--- src/hw/rtl/presence_hold_and_range_average_top_defines.svh ---
`ifndef PRESENCE_HOLD_AND_RANGE_AVERAGE_TOP_DEFINES_SVH
`define PRESENCE_HOLD_AND_RANGE_AVERAGE_TOP_DEFINES_SVH

// Same-cycle implication, sampled on clk, off during reset
`define PHA_ASSERT_NOW(label, ante, cons, msg) \
	label: assert property (@(posedge clk) disable iff (!arst_n) (ante) |-> (cons)) \
		else $error(msg);

// Next-cycle implication, sampled on clk, off during reset
`define PHA_ASSERT_NEXT(label, ante, cons, msg) \
	label: assert property (@(posedge clk) disable iff (!arst_n) (ante) |=> (cons)) \
		else $error(msg);

`endif

--- src/hw/rtl/pha_pkg.sv ---
package pha_pkg;

	localparam int HISTORY_MAX_DEF = 128;
	localparam int AVERAGE_MAX     = 100;
	localparam int HIST_RESET      = 100;
	localparam int AVG_RESET       = 10;

	localparam int HIST_CFG_W = 8;
	localparam int AVG_W      = 7;
	localparam int CFG_DATA_W = 8;
	localparam int CFG_IDX_W  = 1;
	localparam int SAMPLE_W   = 16;
	localparam int SUM_W      = 23;
	localparam int REM_W      = AVG_W + 1;
	localparam int ITER_W     = $clog2(SUM_W);

	localparam logic [CFG_IDX_W-1:0] CFG_HISTORY_LENGTH = 1'b0;
	localparam logic [CFG_IDX_W-1:0] CFG_AVERAGE_LENGTH = 1'b1;

	localparam logic MODE_PRESENCE = 1'b0;
	localparam logic MODE_RANGE    = 1'b1;

	function automatic logic [AVG_W-1:0] clamp_avg(input logic [AVG_W-1:0] v);
		logic [AVG_W-1:0] r;
		if (v == '0) begin
			r = AVG_W'(1);
		end else if (v > AVG_W'(AVERAGE_MAX)) begin
			r = AVG_W'(AVERAGE_MAX);
		end else begin
			r = v;
		end
		return r;
	endfunction

endpackage

--- src/hw/rtl/pha_if.sv ---
interface pha_in_if;
	import pha_pkg::*;
	logic                       valid;
	logic                       ready;
	logic                       mode;
	logic                       present;
	logic signed [SAMPLE_W-1:0] range_value;

	modport source (output valid, mode, present, range_value, input ready);
	modport sink   (input valid, mode, present, range_value, output ready);
endinterface

interface pha_out_if;
	import pha_pkg::*;
	logic                       valid;
	logic                       ready;
	logic                       latest_reading;
	logic                       held_presence;
	logic signed [SAMPLE_W-1:0] range_average;
	logic                       average_new;

	modport source (output valid, latest_reading, held_presence, range_average, average_new,
		input ready);
	modport sink   (input valid, latest_reading, held_presence, range_average, average_new,
		output ready);
endinterface

--- src/hw/rtl/presence_hold_and_range_average_top.sv ---
// Channel  | Dir | Payload                                                | Handshake
// in_ch    | in  | mode, present, range_value                             | valid/ready
// out_ch   | out | latest_reading, held_presence, range_average, average_new | valid/ready
// cfg      | in  | cfg_index, cfg_data                                    | cfg_we
// Presence reports and range reports that do not close a block: go to the output register.
// A range report that closes a block: bit-serial restoring divider, then the output register.
// One result register; in_ch.ready is high only when idle and that register is free or
// being transferred in the same cycle.
// arst_n resets all but the divider data registers at once; no clearing pass.
`include "presence_hold_and_range_average_top_defines.svh"

module presence_hold_and_range_average_top #(
	parameter int HISTORY_MAX = pha_pkg::HISTORY_MAX_DEF
) (
	input  logic                           clk,
	input  logic                           arst_n,
	input  logic                           cfg_we,
	input  logic [pha_pkg::CFG_IDX_W-1:0]  cfg_index,
	input  logic [pha_pkg::CFG_DATA_W-1:0] cfg_data,
	pha_in_if.sink                         in_ch,
	pha_out_if.source                      out_ch
);
	import pha_pkg::*;

	localparam int RUN_W = $clog2(HISTORY_MAX + 1);
	localparam int CMP_W = (RUN_W > HIST_CFG_W) ? RUN_W : HIST_CFG_W;
	localparam logic [CMP_W-1:0] HIST_MAX_C = CMP_W'(HISTORY_MAX);
	localparam logic [CMP_W-1:0] HIST_RST   =
		(HISTORY_MAX < HIST_RESET) ? CMP_W'(HISTORY_MAX) : CMP_W'(HIST_RESET);
	localparam logic [RUN_W-1:0] RUN_SAT    = RUN_W'(HISTORY_MAX);

	typedef enum logic {ST_IDLE, ST_DIV} state_t;

	state_t                     state_q;
	logic [CMP_W-1:0]           hist_q;
	logic [AVG_W-1:0]           avg_len_q;
	logic                       last_q;
	logic                       held_q;
	logic [RUN_W-1:0]           run_q;
	logic signed [SUM_W-1:0]    sum_q;
	logic [AVG_W-1:0]           count_q;
	logic signed [SAMPLE_W-1:0] avg_q;
	logic                       out_valid_q;
	logic                       new_q;
	logic [ITER_W-1:0]          iter_q;

	logic [SUM_W-1:0] quo_q;
	logic [REM_W-1:0] rem_q;
	logic [AVG_W-1:0] divisor_q;
	logic             neg_q;

	logic                    accept;
	logic                    close_block;
	logic [RUN_W-1:0]        run_next;
	logic signed [SUM_W-1:0] sum_next;
	logic [AVG_W-1:0]        count_next;
	logic [SUM_W-1:0]        mag_next;
	logic [CMP_W-1:0]        hist_wr;
	logic [CMP_W-1:0]        hist_ext;
	logic [REM_W-1:0]        rem_shift;
	logic                    q_bit;
	logic [REM_W-1:0]        rem_next;
	logic [SUM_W-1:0]        quo_next;
	logic [SAMPLE_W-1:0]     quo_mag;
	logic                    div_last;

	assign accept   = in_ch.valid && in_ch.ready;
	assign div_last = (state_q == ST_DIV) && (iter_q == '0);

	assign in_ch.ready = (state_q == ST_IDLE) && (!out_valid_q || out_ch.ready);

	assign out_ch.valid          = out_valid_q;
	assign out_ch.latest_reading = last_q;
	assign out_ch.held_presence  = held_q;
	assign out_ch.range_average  = avg_q;
	assign out_ch.average_new    = new_q;

	assign run_next   = (run_q == RUN_SAT) ? run_q : run_q + RUN_W'(1);
	assign sum_next   = sum_q + SUM_W'(in_ch.range_value);
	assign count_next = count_q + AVG_W'(1);
	assign close_block = (count_next >= avg_len_q);
	assign mag_next   = sum_next[SUM_W-1] ? SUM_W'(-sum_next) : SUM_W'(sum_next);

	assign hist_ext = CMP_W'(cfg_data);
	always_comb begin
		if (hist_ext == '0) begin
			hist_wr = CMP_W'(1);
		end else if (hist_ext > HIST_MAX_C) begin
			hist_wr = HIST_MAX_C;
		end else begin
			hist_wr = hist_ext;
		end
	end

	assign rem_shift = {rem_q[REM_W-2:0], quo_q[SUM_W-1]};
	assign q_bit     = (rem_shift >= REM_W'(divisor_q));
	assign rem_next  = q_bit ? (rem_shift - REM_W'(divisor_q)) : rem_shift;
	assign quo_next  = {quo_q[SUM_W-2:0], q_bit};
	assign quo_mag   = quo_next[SAMPLE_W-1:0];

	always_ff @(posedge clk or negedge arst_n) begin
		if (!arst_n) begin
			state_q     <= ST_IDLE;
			hist_q      <= HIST_RST;
			avg_len_q   <= AVG_W'(AVG_RESET);
			last_q      <= 1'b0;
			held_q      <= 1'b0;
			run_q       <= RUN_SAT;
			sum_q       <= '0;
			count_q     <= '0;
			avg_q       <= '0;
			out_valid_q <= 1'b0;
			new_q       <= 1'b0;
			iter_q      <= '0;
		end else begin
			if (out_valid_q && out_ch.ready) begin
				out_valid_q <= 1'b0;
			end
			if (cfg_we) begin
				unique case (cfg_index)
					CFG_HISTORY_LENGTH: begin
						hist_q <= hist_wr;
						run_q  <= RUN_SAT;
						last_q <= 1'b0;
					end
					CFG_AVERAGE_LENGTH: begin
						avg_len_q <= clamp_avg(cfg_data[AVG_W-1:0]);
						sum_q     <= '0;
						count_q   <= '0;
					end
					default: ;
				endcase
			end
			unique case (state_q)
				ST_IDLE: begin
					if (accept) begin
						if (in_ch.mode == MODE_PRESENCE) begin
							last_q      <= in_ch.present;
							new_q       <= 1'b0;
							out_valid_q <= 1'b1;
							if (in_ch.present) begin
								run_q  <= '0;
								held_q <= 1'b1;
							end else begin
								run_q <= run_next;
								if (CMP_W'(run_next) >= hist_q) begin
									held_q <= 1'b0;
								end
							end
						end else if (close_block) begin
							sum_q   <= '0;
							count_q <= '0;
							iter_q  <= ITER_W'(SUM_W - 1);
							state_q <= ST_DIV;
						end else begin
							sum_q       <= sum_next;
							count_q     <= count_next;
							new_q       <= 1'b0;
							out_valid_q <= 1'b1;
						end
					end
				end
				ST_DIV: begin
					iter_q <= iter_q - ITER_W'(1);
					if (div_last) begin
						avg_q       <= neg_q ? -$signed(quo_mag) : $signed(quo_mag);
						new_q       <= 1'b1;
						out_valid_q <= 1'b1;
						state_q     <= ST_IDLE;
					end
				end
				default: state_q <= ST_IDLE;
			endcase
		end
	end

	// load the divider on block close, then shift one quotient bit per cycle
	always_ff @(posedge clk) begin
		if (accept && (in_ch.mode == MODE_RANGE) && close_block) begin
			quo_q     <= mag_next;
			rem_q     <= '0;
			divisor_q <= count_next;
			neg_q     <= sum_next[SUM_W-1];
		end else if (state_q == ST_DIV) begin
			quo_q <= quo_next;
			rem_q <= rem_next;
		end
	end

	`PHA_ASSERT_NOW(a_no_take_in_div, state_q == ST_DIV, !in_ch.ready,
		"input taken while dividing")
	`PHA_ASSERT_NOW(a_run_bounded, 1'b1, run_q <= RUN_SAT,
		"off run beyond saturation")
	`PHA_ASSERT_NOW(a_count_below_len, state_q == ST_IDLE, count_q < avg_len_q,
		"block count reached length while idle")
	`PHA_ASSERT_NEXT(a_on_sets_held,
		accept && (in_ch.mode == MODE_PRESENCE) && in_ch.present, held_q && out_valid_q,
		"presence ON did not set held output")
	`PHA_ASSERT_NEXT(a_div_done_out, div_last, out_valid_q && new_q && (state_q == ST_IDLE),
		"division end did not present a new average")

endmodule
--- src/flat_wrapper.sv ---
// flat-port wrapper written by rule: the top's interface ports become plain ports
module presence_hold_and_range_average_top_flat import pha_pkg::*;
#(
	parameter int HISTORY_MAX = pha_pkg::HISTORY_MAX_DEF
)
  (clk, arst_n, cfg_we, cfg_index, cfg_data, in_ch_valid, in_ch_mode, in_ch_present, in_ch_range_value, in_ch_ready, out_ch_valid, out_ch_latest_reading, out_ch_held_presence, out_ch_range_average, out_ch_average_new, out_ch_ready);
  pha_in_if in_ch_i ();
  pha_out_if out_ch_i ();
  input  logic clk;
  input  logic arst_n;
  input  logic cfg_we;
  input  logic [pha_pkg::CFG_IDX_W-1:0] cfg_index;
  input  logic [pha_pkg::CFG_DATA_W-1:0] cfg_data;
  input wire logic [$bits(in_ch_i.valid)-1:0] in_ch_valid;
  input wire logic [$bits(in_ch_i.mode)-1:0] in_ch_mode;
  input wire logic [$bits(in_ch_i.present)-1:0] in_ch_present;
  input wire logic [$bits(in_ch_i.range_value)-1:0] in_ch_range_value;
  output wire logic [$bits(in_ch_i.ready)-1:0] in_ch_ready;
  output wire logic [$bits(out_ch_i.valid)-1:0] out_ch_valid;
  output wire logic [$bits(out_ch_i.latest_reading)-1:0] out_ch_latest_reading;
  output wire logic [$bits(out_ch_i.held_presence)-1:0] out_ch_held_presence;
  output wire logic [$bits(out_ch_i.range_average)-1:0] out_ch_range_average;
  output wire logic [$bits(out_ch_i.average_new)-1:0] out_ch_average_new;
  input wire logic [$bits(out_ch_i.ready)-1:0] out_ch_ready;
  assign in_ch_i.valid = in_ch_valid;
  assign in_ch_i.mode = in_ch_mode;
  assign in_ch_i.present = in_ch_present;
  assign in_ch_i.range_value = in_ch_range_value;
  assign in_ch_ready = in_ch_i.ready;
  assign out_ch_valid = out_ch_i.valid;
  assign out_ch_latest_reading = out_ch_i.latest_reading;
  assign out_ch_held_presence = out_ch_i.held_presence;
  assign out_ch_range_average = out_ch_i.range_average;
  assign out_ch_average_new = out_ch_i.average_new;
  assign out_ch_i.ready = out_ch_ready;
  presence_hold_and_range_average_top #(.HISTORY_MAX(HISTORY_MAX)) u_core (.clk(clk), .arst_n(arst_n), .cfg_we(cfg_we), .cfg_index(cfg_index), .cfg_data(cfg_data), .in_ch(in_ch_i), .out_ch(out_ch_i));
endmodule
--- config.mk ---
export PLATFORM = sky130hd
export DESIGN_NAME = presence_hold_and_range_average_top_flat
export DESIGN_NICKNAME = d
export VERILOG_FILES = /design/src/hw/rtl/pha_pkg.sv /design/src/hw/rtl/pha_if.sv /design/src/hw/rtl/presence_hold_and_range_average_top.sv /design/src/flat_wrapper.sv
export VERILOG_INCLUDE_DIRS = /design/src /design/src/hw/rtl
export SDC_FILE = /design/constraint.sdc
export NUM_CORES = 1
export LEC_CHECK = 0
export BUFFER_PORTS_ARGS = -buffer_cell sky130_fd_sc_hd__clkbuf_2
export CORE_MARGIN = 4
export CORE_UTILIZATION = 55
export DETAILED_ROUTE_END_ITERATION = 8
export GPL_TIMING_DRIVEN = 0
export PLACE_DENSITY = 0.81
export SKIP_LAST_GASP = 1
export SLEW_MARGIN = 20
export SYNTH_ARGS = -nofsm -noshare
export SYNTH_HDL_FRONTEND = slang
export SYNTH_SLANG_ARGS = --single-unit
--- constraint.sdc ---
create_clock -name clk -period 3.3 [get_ports clk]
set_input_delay 0.495 -clock clk [delete_from_list [all_inputs] [get_ports clk]]
set_output_delay 0.495 -clock clk [all_outputs]
set_load 0.01 [all_outputs]
Word level (Yosys, flattened, before mapping)
Cells that the tools add are included.
W data, S select, Z words.
{"block": "op_classes", "add_sub_neg": 7, "n_lt_le_gt_ge": 5, "eq_ne": 6, "n_mux": 55, "bitwise_logic": 3, "n_reduce_logical": 19}
{"cell": "$mux W23", "count": 9}
{"cell": "$mux W8", "count": 9}
{"cell": "$mux W7", "count": 9}
{"cell": "$add A23 B16 Y23", "count": 1}
{"cell": "$neg A23 Y23", "count": 1}
{"cell": "$mux W1", "count": 20}
{"cell": "$mux W16", "count": 1}
{"cell": "$neg A16 Y16", "count": 1}
{"cell": "$mux W5", "count": 3}
{"cell": "$pmux W5 S2", "count": 1}
{"cell": "$add A8 B1 Y8 const B", "count": 1}
{"cell": "$eq A8 B8 Y1 const B", "count": 1}
{"cell": "$ge A8 B7 Y1", "count": 1}
{"cell": "$ge A8 B8 Y1", "count": 1}
{"cell": "$gt A8 B8 Y1 const B", "count": 1}
{"cell": "$logic_not A8 Y1", "count": 1}
{"cell": "$add A7 B1 Y7 const B", "count": 1}
{"cell": "$ge A7 B7 Y1", "count": 1}
{"cell": "$gt A7 B7 Y1 const B", "count": 1}
{"cell": "$logic_not A7 Y1", "count": 1}
{"cell": "$sub A7 B7 Y7", "count": 1}
{"cell": "$logic_and A1 B1 Y1", "count": 6}
{"cell": "$pmux W1 S2", "count": 3}
{"cell": "$reduce_and A2 Y1", "count": 3}
{"cell": "11 further kinds", "count": 17}
{"block": "word_totals", "reg_bits": 117, "word_cells": 111}

Longest topological paths before layout
{"block": "depth", "word_depth": 7, "ltp_mapped": 16}

Worst setup path after synthesis
Ideal clock, no wire load.
{"block": "synth_path", "path_kind": "in2reg", "startpoint": "input in_ch_range_value[0]", "endpoint": "register u_core.quo_q[21], data pin", "setup_ps": 260, "arrival_time_ps": 3428, "required_ps": 3040, "path_slack_ps": -387, "stages": 11, "n_path_buf": 0, "path_cell_list": "ha_1 > fa_1 > a21o_1 > a221o_2 > o311ai_2 > a311oi_1 > or4_4 > nor4_4 > a41oi_2 > xnor2_1 > mux2_2"}
{"block": "synth_between", "elab_chain_len": 4}
{"item": "start, declared", "line_no": "flat_wrapper.sv:17", "rtl": "input wire logic [$bits(in_ch_i.range_value)-1:0] in_ch_range_value;"}
{"item": "$add A23 B16 Y23 (*)", "line_no": "presence_hold_and_range_average_top.sv:79", "rtl": "assign sum_next = sum_q + SUM_W'(in_ch.range_value);"}
{"item": "$neg A23 Y23", "line_no": "presence_hold_and_range_average_top.sv:82", "rtl": "assign mag_next = sum_next[SUM_W-1] ? SUM_W'(-sum_next) : SUM_W'(sum_next);"}
{"item": "$mux W23 (*)", "line_no": "presence_hold_and_range_average_top.sv:82"}
{"item": "$mux W23 (*)", "line_no": "presence_hold_and_range_average_top.sv:179", "rtl": "if (accept && (in_ch.mode == MODE_RANGE) && close_block) begin"}
{"item": "end signal, assigned", "line_no": "presence_hold_and_range_average_top.sv:180", "rtl": "quo_q <= mag_next;"}
{"item": "end signal, assigned", "line_no": "presence_hold_and_range_average_top.sv:185", "rtl": "quo_q <= quo_next;"}
{"item": "end, declared", "line_no": "presence_hold_and_range_average_top.sv:47", "rtl": "logic [SUM_W-1:0] quo_q;"}
Mark *: on every way between the ends. The rest lies on a longest branch, timed or not.
A chain may end at the register's enable or synchronous reset.

Worst setup path in the final report
{"block": "layout_path", "startpoint": "register u_core.sum_q[0]", "endpoint": "register u_core.quo_q[21], data pin"}
{"block": "layout_between", "elab_chain_len": 4}
{"item": "start, declared", "line_no": "presence_hold_and_range_average_top.sv:40", "rtl": "logic signed [SUM_W-1:0] sum_q;"}
{"item": "start signal, assigned", "line_no": "presence_hold_and_range_average_top.sv:156", "rtl": "sum_q <= sum_next;"}
{"item": "$add A23 B16 Y23 (*)", "line_no": "presence_hold_and_range_average_top.sv:79"}
{"item": "$neg A23 Y23", "line_no": "presence_hold_and_range_average_top.sv:82"}
{"item": "$mux W23 (*)", "line_no": "presence_hold_and_range_average_top.sv:82"}
{"item": "$mux W23 (*)", "line_no": "presence_hold_and_range_average_top.sv:179"}
Marked as above.

==> results.env <==
RUN_STATUS='finished, violations left'
FAILED_CHECKS='setup timing'
SEQPWRFRAC=0.245
FINAL_LAYOUT_SIZE_SUFFIX_GT1_FRAC=0.205
CP-START-KIND='flip-flop'
DIODES_INSERTED=0
MULTIINPUTGATEAREA_SQ_UM=4380
GRTUSAGETOTAL=0.233
ANTENNA_LEFT=0
MIN_PERIOD_NS=3.67
PLACE.PORT_BUFFERS=52
FLOORPLAN.DIE.WIDTH_UM=124
FINALHOLDVIOLCOUNT=0
SYNTH_TOP_AREA_FRAC=0.247
RATIO_OF_FINAL_MINIMUM_PERIOD_TO_CLOCK_PERIOD=1.11
TOTALWIRELENGTH_UM=17900
POST_SYNTHESIS_INSTANCE_AREA_SQ_UM=7400
CP_MAX_FO=5
CLOCK_LATENCY_NS=0.41
SYN-INSTANCE-COUNT=786
SLEW_VIOLATIONS=0
POSTSYNTHAREAPERCELL_SQ_UM=9.42
SWITCHING_PWR_uW=3470
CRIT_PATH_LEADING_DELAY_FAMILY='compound AO/OA/AOI/OAI gates'
FIRST_PASS_ITERS=7
FILLERINSTANCES=967
SYNTHTOLAYOUTAREAGROWTH_PCT=22.5
YS_WARN_COUNT=0
YOSYS_MOST_USED_DFF='sky130_fd_sc_hd__dfrtp_1'
POST_CTS_HOLD_BUFFER_COUNT=0
FIRST_GLOBAL_VIAS=5883
ROUTABILITYCONGESTION=0.897
VDD_IR_DROP_MAX_mV=0.654
REQUIRED_NS=3.46
ROOT_BUFFER_CELL='sky130_fd_sc_hd__clkbuf_16'
TOP_LEVEL_PORTS=53
POST-DP-HPWL_UM=12000
POST-ROUTE-DRC-COUNT=0
SYNTHTOPCELLSBYAREA='sky130_fd_sc_hd__dfrtp_1 25%, sky130_fd_sc_hd__edfxtp_1 13%, sky130_fd_sc_hd__ha_1 8.6%, sky130_fd_sc_hd__nand2_1 4.8%, sky130_fd_sc_hd__o21ai_0 4.7%'
CHAIN_OF_CELLS_FORMING_THE_CRITICAL_PATH='ha_4, fa_2, a21o_1, a221o_2, o311ai_2, a311oi_2, or4_4, nor4_4, a41oi_2, xnor2_1, mux2_2'
FINAL_CRITICAL_PATH_SETUP_SLACK_NS=-0.367
WORSTREG2REGEND='u_core.quo_q[21]'
SYNTH_CELL_TYPES=70
R2R_SETUP_SLACK_NS=-0.37
FP-ROW-COUNT=42
CRITPATHKIND='reg -> reg'
SYNTH_NETS=871
REGAREA_SQ_UM=3060
GRT_MAX_DEGREE=44
GLOBAL_ROUTE.OVERFLOW_TOTAL=0
WORST_R2R_STARTPOINT='u_core.sum_q[0]'
POST-ROUTE-UTIL=0.687
CTS_HTREE_LEVELS=4
COMBPWRFRAC=0.533
FLOORPLAN.DIE_AREA_SQ_UM=15400
FMAXACHIEVABLE_GHz=0.273
WORST_CLOCK_SKEW_NS=0.00880
CTS.PATH.MAX_BUFFERS=2
TRITONCTS='built'
MAX-SLEW-MARGIN-REL=0.463
STATIC_LEAKAGE_uW=0.00413
INITIAL_UTILIZATION=0.561
WORST_SETUP_PATH_END_KIND='flip-flop'
CLK_PIN_SLEW_WORST_PATHS_NS=0.06
YS_SEQ_ELEMENTS=117
MAX_SLEW.WORST_PIN.SLEW_NS=0.799
WORSTPATHBUFFERINVERTERCOUNT=0
POWER-PER-CELL-AREA_nW_PER_UM2=929
RR_WORST_DEPTH=11
SLOWEST_STAGE='sky130_fd_sc_hd__or4_4'
FIRST_PASS_GRT_WIRE_LENGTH_UM=28400
SYNTH-ASYNC-RESET-RATIO=0.675
GRT_ANTENNA_BEFORE_REPAIR=0
MAX_CAPACITANCE_VIOLATION_COUNT=0
CLOCK_SINK_COUNT=117
HOLD_SLACK_NS=0.0809
INITIALDRTVIOLATIONCOUNT=514
DIE_HEIGHT_UM=124
DRT-VIAS-PER-INSTANCE=5.92
UNREPAIRED_SETUP_ENDPOINTS_AFTER_GLOBAL_ROUTING='true'
NNETSFINAL=965
CTS_MADE_BUFFERS=17
CORE-AREA_SQ_UM=13200
POWER_REPORT.INTERNAL_TOTAL_uW=4940
ROUTEDWLPERCELL_UM=16.8
POWER.SHARE.CLOCK=0.222
SW_FRAC_OF_TOTAL=0.413
WORSTPATHARRIVAL_NS=3.83
YOSYS.AREA.TOP_TYPE='sky130_fd_sc_hd__dfrtp_1'
SYNTH.YOSYS.SEQ_AREA_SHARE=0.413
SYNTH_EDF_COUNT=31
MIN_PATH_TYPE='in -> async'
CRIT_PATH_MAX_INCR_DELAY_NS=0.50
SETUP_VIOL=19
DR_TOTAL_VIAS=6328
-- flip-flops by register name, summed over array words and instances (netlist names) --
| name | flops |
|---|---|
| u_core.sum_q | 23 |
| u_core.hist_q | 8 |
| u_core.rem_q | 7 |
| u_core.state_q | 1 |
| u_core.out_ch.held_presence | 1 |
| u_core.out_ch.valid | 1 |
| u_core.out_ch.average_new | 1 |
| u_core.iter_q | 5 |
| u_core.divisor_q | 7 |
| u_core.count_q | 7 |
| u_core.out_ch.range_average | 16 |
| u_core.quo_q | 23 |
| u_core.out_ch.latest_reading | 1 |
| u_core.run_q | 8 |
| u_core.avg_len_q | 7 |
| u_core.neg_q | 1 |
-- final cells by class --
class | count | area share
buffer | 29 | 0.0146
clock buffer | 25 | 0.0606
clock inverter | 7 | 0.00676
inverter | 49 | 0.0204
multi-input combinational | 590 | 0.483
sequential | 117 | 0.337
tap | 176 | 0.0243
timing repair buffer | 76 | 0.0531
-- timing repair --
item | 4_1_cts | 5_1_grt
hold endpoints to repair | 0 | 0
gates resized for setup | 42 | 56
pin swaps | 7 | 12
gates cloned | 0 | 1
setup buffers | 18 | 4
setup endpoints to repair | 68 | 60
-- worst max-delay path by stage --
stage / start / slack, ns / cells past startpoint / endpoint
5_1_grt: u_core.sum_q[0] / -0.44 / 11 / u_core.quo_q[21]
2_1_floorplan: in_ch_range_value[0] / -0.13 / 11 / u_core.quo_q[21]
3_5_place_dp: in_ch_range_value[9] / -0.62 / 14 / u_core.quo_q[12]
3_3_place_gp: u_core.count_q[0] / -0.55 / 10 / u_core.quo_q[17]
6_report: u_core.sum_q[0] / -0.37 / 11 / u_core.quo_q[21]
4_1_cts: u_core.sum_q[0] / -0.26 / 11 / u_core.quo_q[21]
-- layer usage --
| layer | track usage | share of wire | vias up |
|---|---|---|---|
| li1 | - | - | 3041 |
| met1 | 0.332 | 0.47 | 3047 |
| met2 | 0.363 | 0.47 | 207 |
| met3 | 0.0377 | 0.046 | 33 |
| met4 | 0.0801 | 0.018 | 0 |
| met5 | 0 | 0 | - |
-- Yosys cell counts, drive strengths merged, types with 3 or more instances --
| cell | number |
|---|---|
| a2111oi | 3 |
| a21o | 17 |
| o31ai | 14 |
| and3 | 6 |
| dfrtp | 73 |
| xor2 | 35 |
| a21boi | 7 |
| a22oi | 3 |
| nand2 | 94 |
| a31oi | 8 |
| nand4 | 5 |
| a21oi | 41 |
| clkbuf | 27 |
| and2 | 3 |
| nand2b | 10 |
| mux2 | 5 |
| nor4b | 3 |
| nor3 | 16 |
| mux2i | 5 |
| or4 | 3 |
| buf | 3 |
| a22o | 22 |
| a32o | 6 |
| o41ai | 3 |
| inv | 48 |
| ha | 51 |
| nand3 | 12 |
| or3 | 6 |
| nor2b | 11 |
| edfxtp | 31 |
| or2 | 3 |
| dfxtp | 7 |
| dfstp | 6 |
| nor4 | 3 |
| xnor2 | 31 |
| nor2 | 41 |
| o21ai | 78 |
| a31o | 4 |
| a211oi | 11 |
-- stage by stage --
step / instances / setup TNS [ns] / area [sq um] / total power [uW] / setup slack, ns
4_1_cts: 1065 / -2.50 / 8840 / 7830 / -0.262
2_1_floorplan: 786 / -0.255 / 7430 / 4690 / -0.128
6_report: 1069 / -3.37 / 9060 / 8420 / -0.367
3_5_place_dp: 1015 / -25.47 / 7930 / 5470 / -0.623
5_1_grt: 1069 / -5.81 / 9060 / 8900 / -0.445
3_3_place_gp: 1014 / -23.57 / 7910 / 5380 / -0.553
-- power by group through the flow --
stage                     Clock (uW)  Sequential [uW]  Combinational (uW)
final                           1870             2060                4490
after global routing            1950             2090                4860
after CTS                       1890             2050                3900
after detailed placement           0             2060                3410
after global placement             0             2060                3320
after floorplan                    0             2000                2690
-- cells in the final DEF, fill, tap and decap left out, drive strengths merged, types with 31 or more instances in the layout --
| master | Yosys | final |
|---|---|---|
| edfxtp | 31 | 31 |
| clkbuf | 27 | 104 |
| nor2 | 41 | 41 |
| xnor2 | 31 | 31 |
| xor2 | 35 | 35 |
| dfrtp | 73 | 73 |
| ha | 51 | 51 |
| nand2 | 94 | 94 |
| o21ai | 78 | 78 |
| inv | 48 | 49 |
| a21oi | 41 | 41 |
-- cell families after synthesis --
group	synth area share
AOI/OAI and AO/OA	0.215
and+or+nand+nor	0.147
DFF	0.413
buffers and inverters	0.0406
xor gates and xnor gates	0.0781
adders and majority gates	0.0916
muxes	0.0144
No activity file was read; power rests on OpenSTA's default activity.
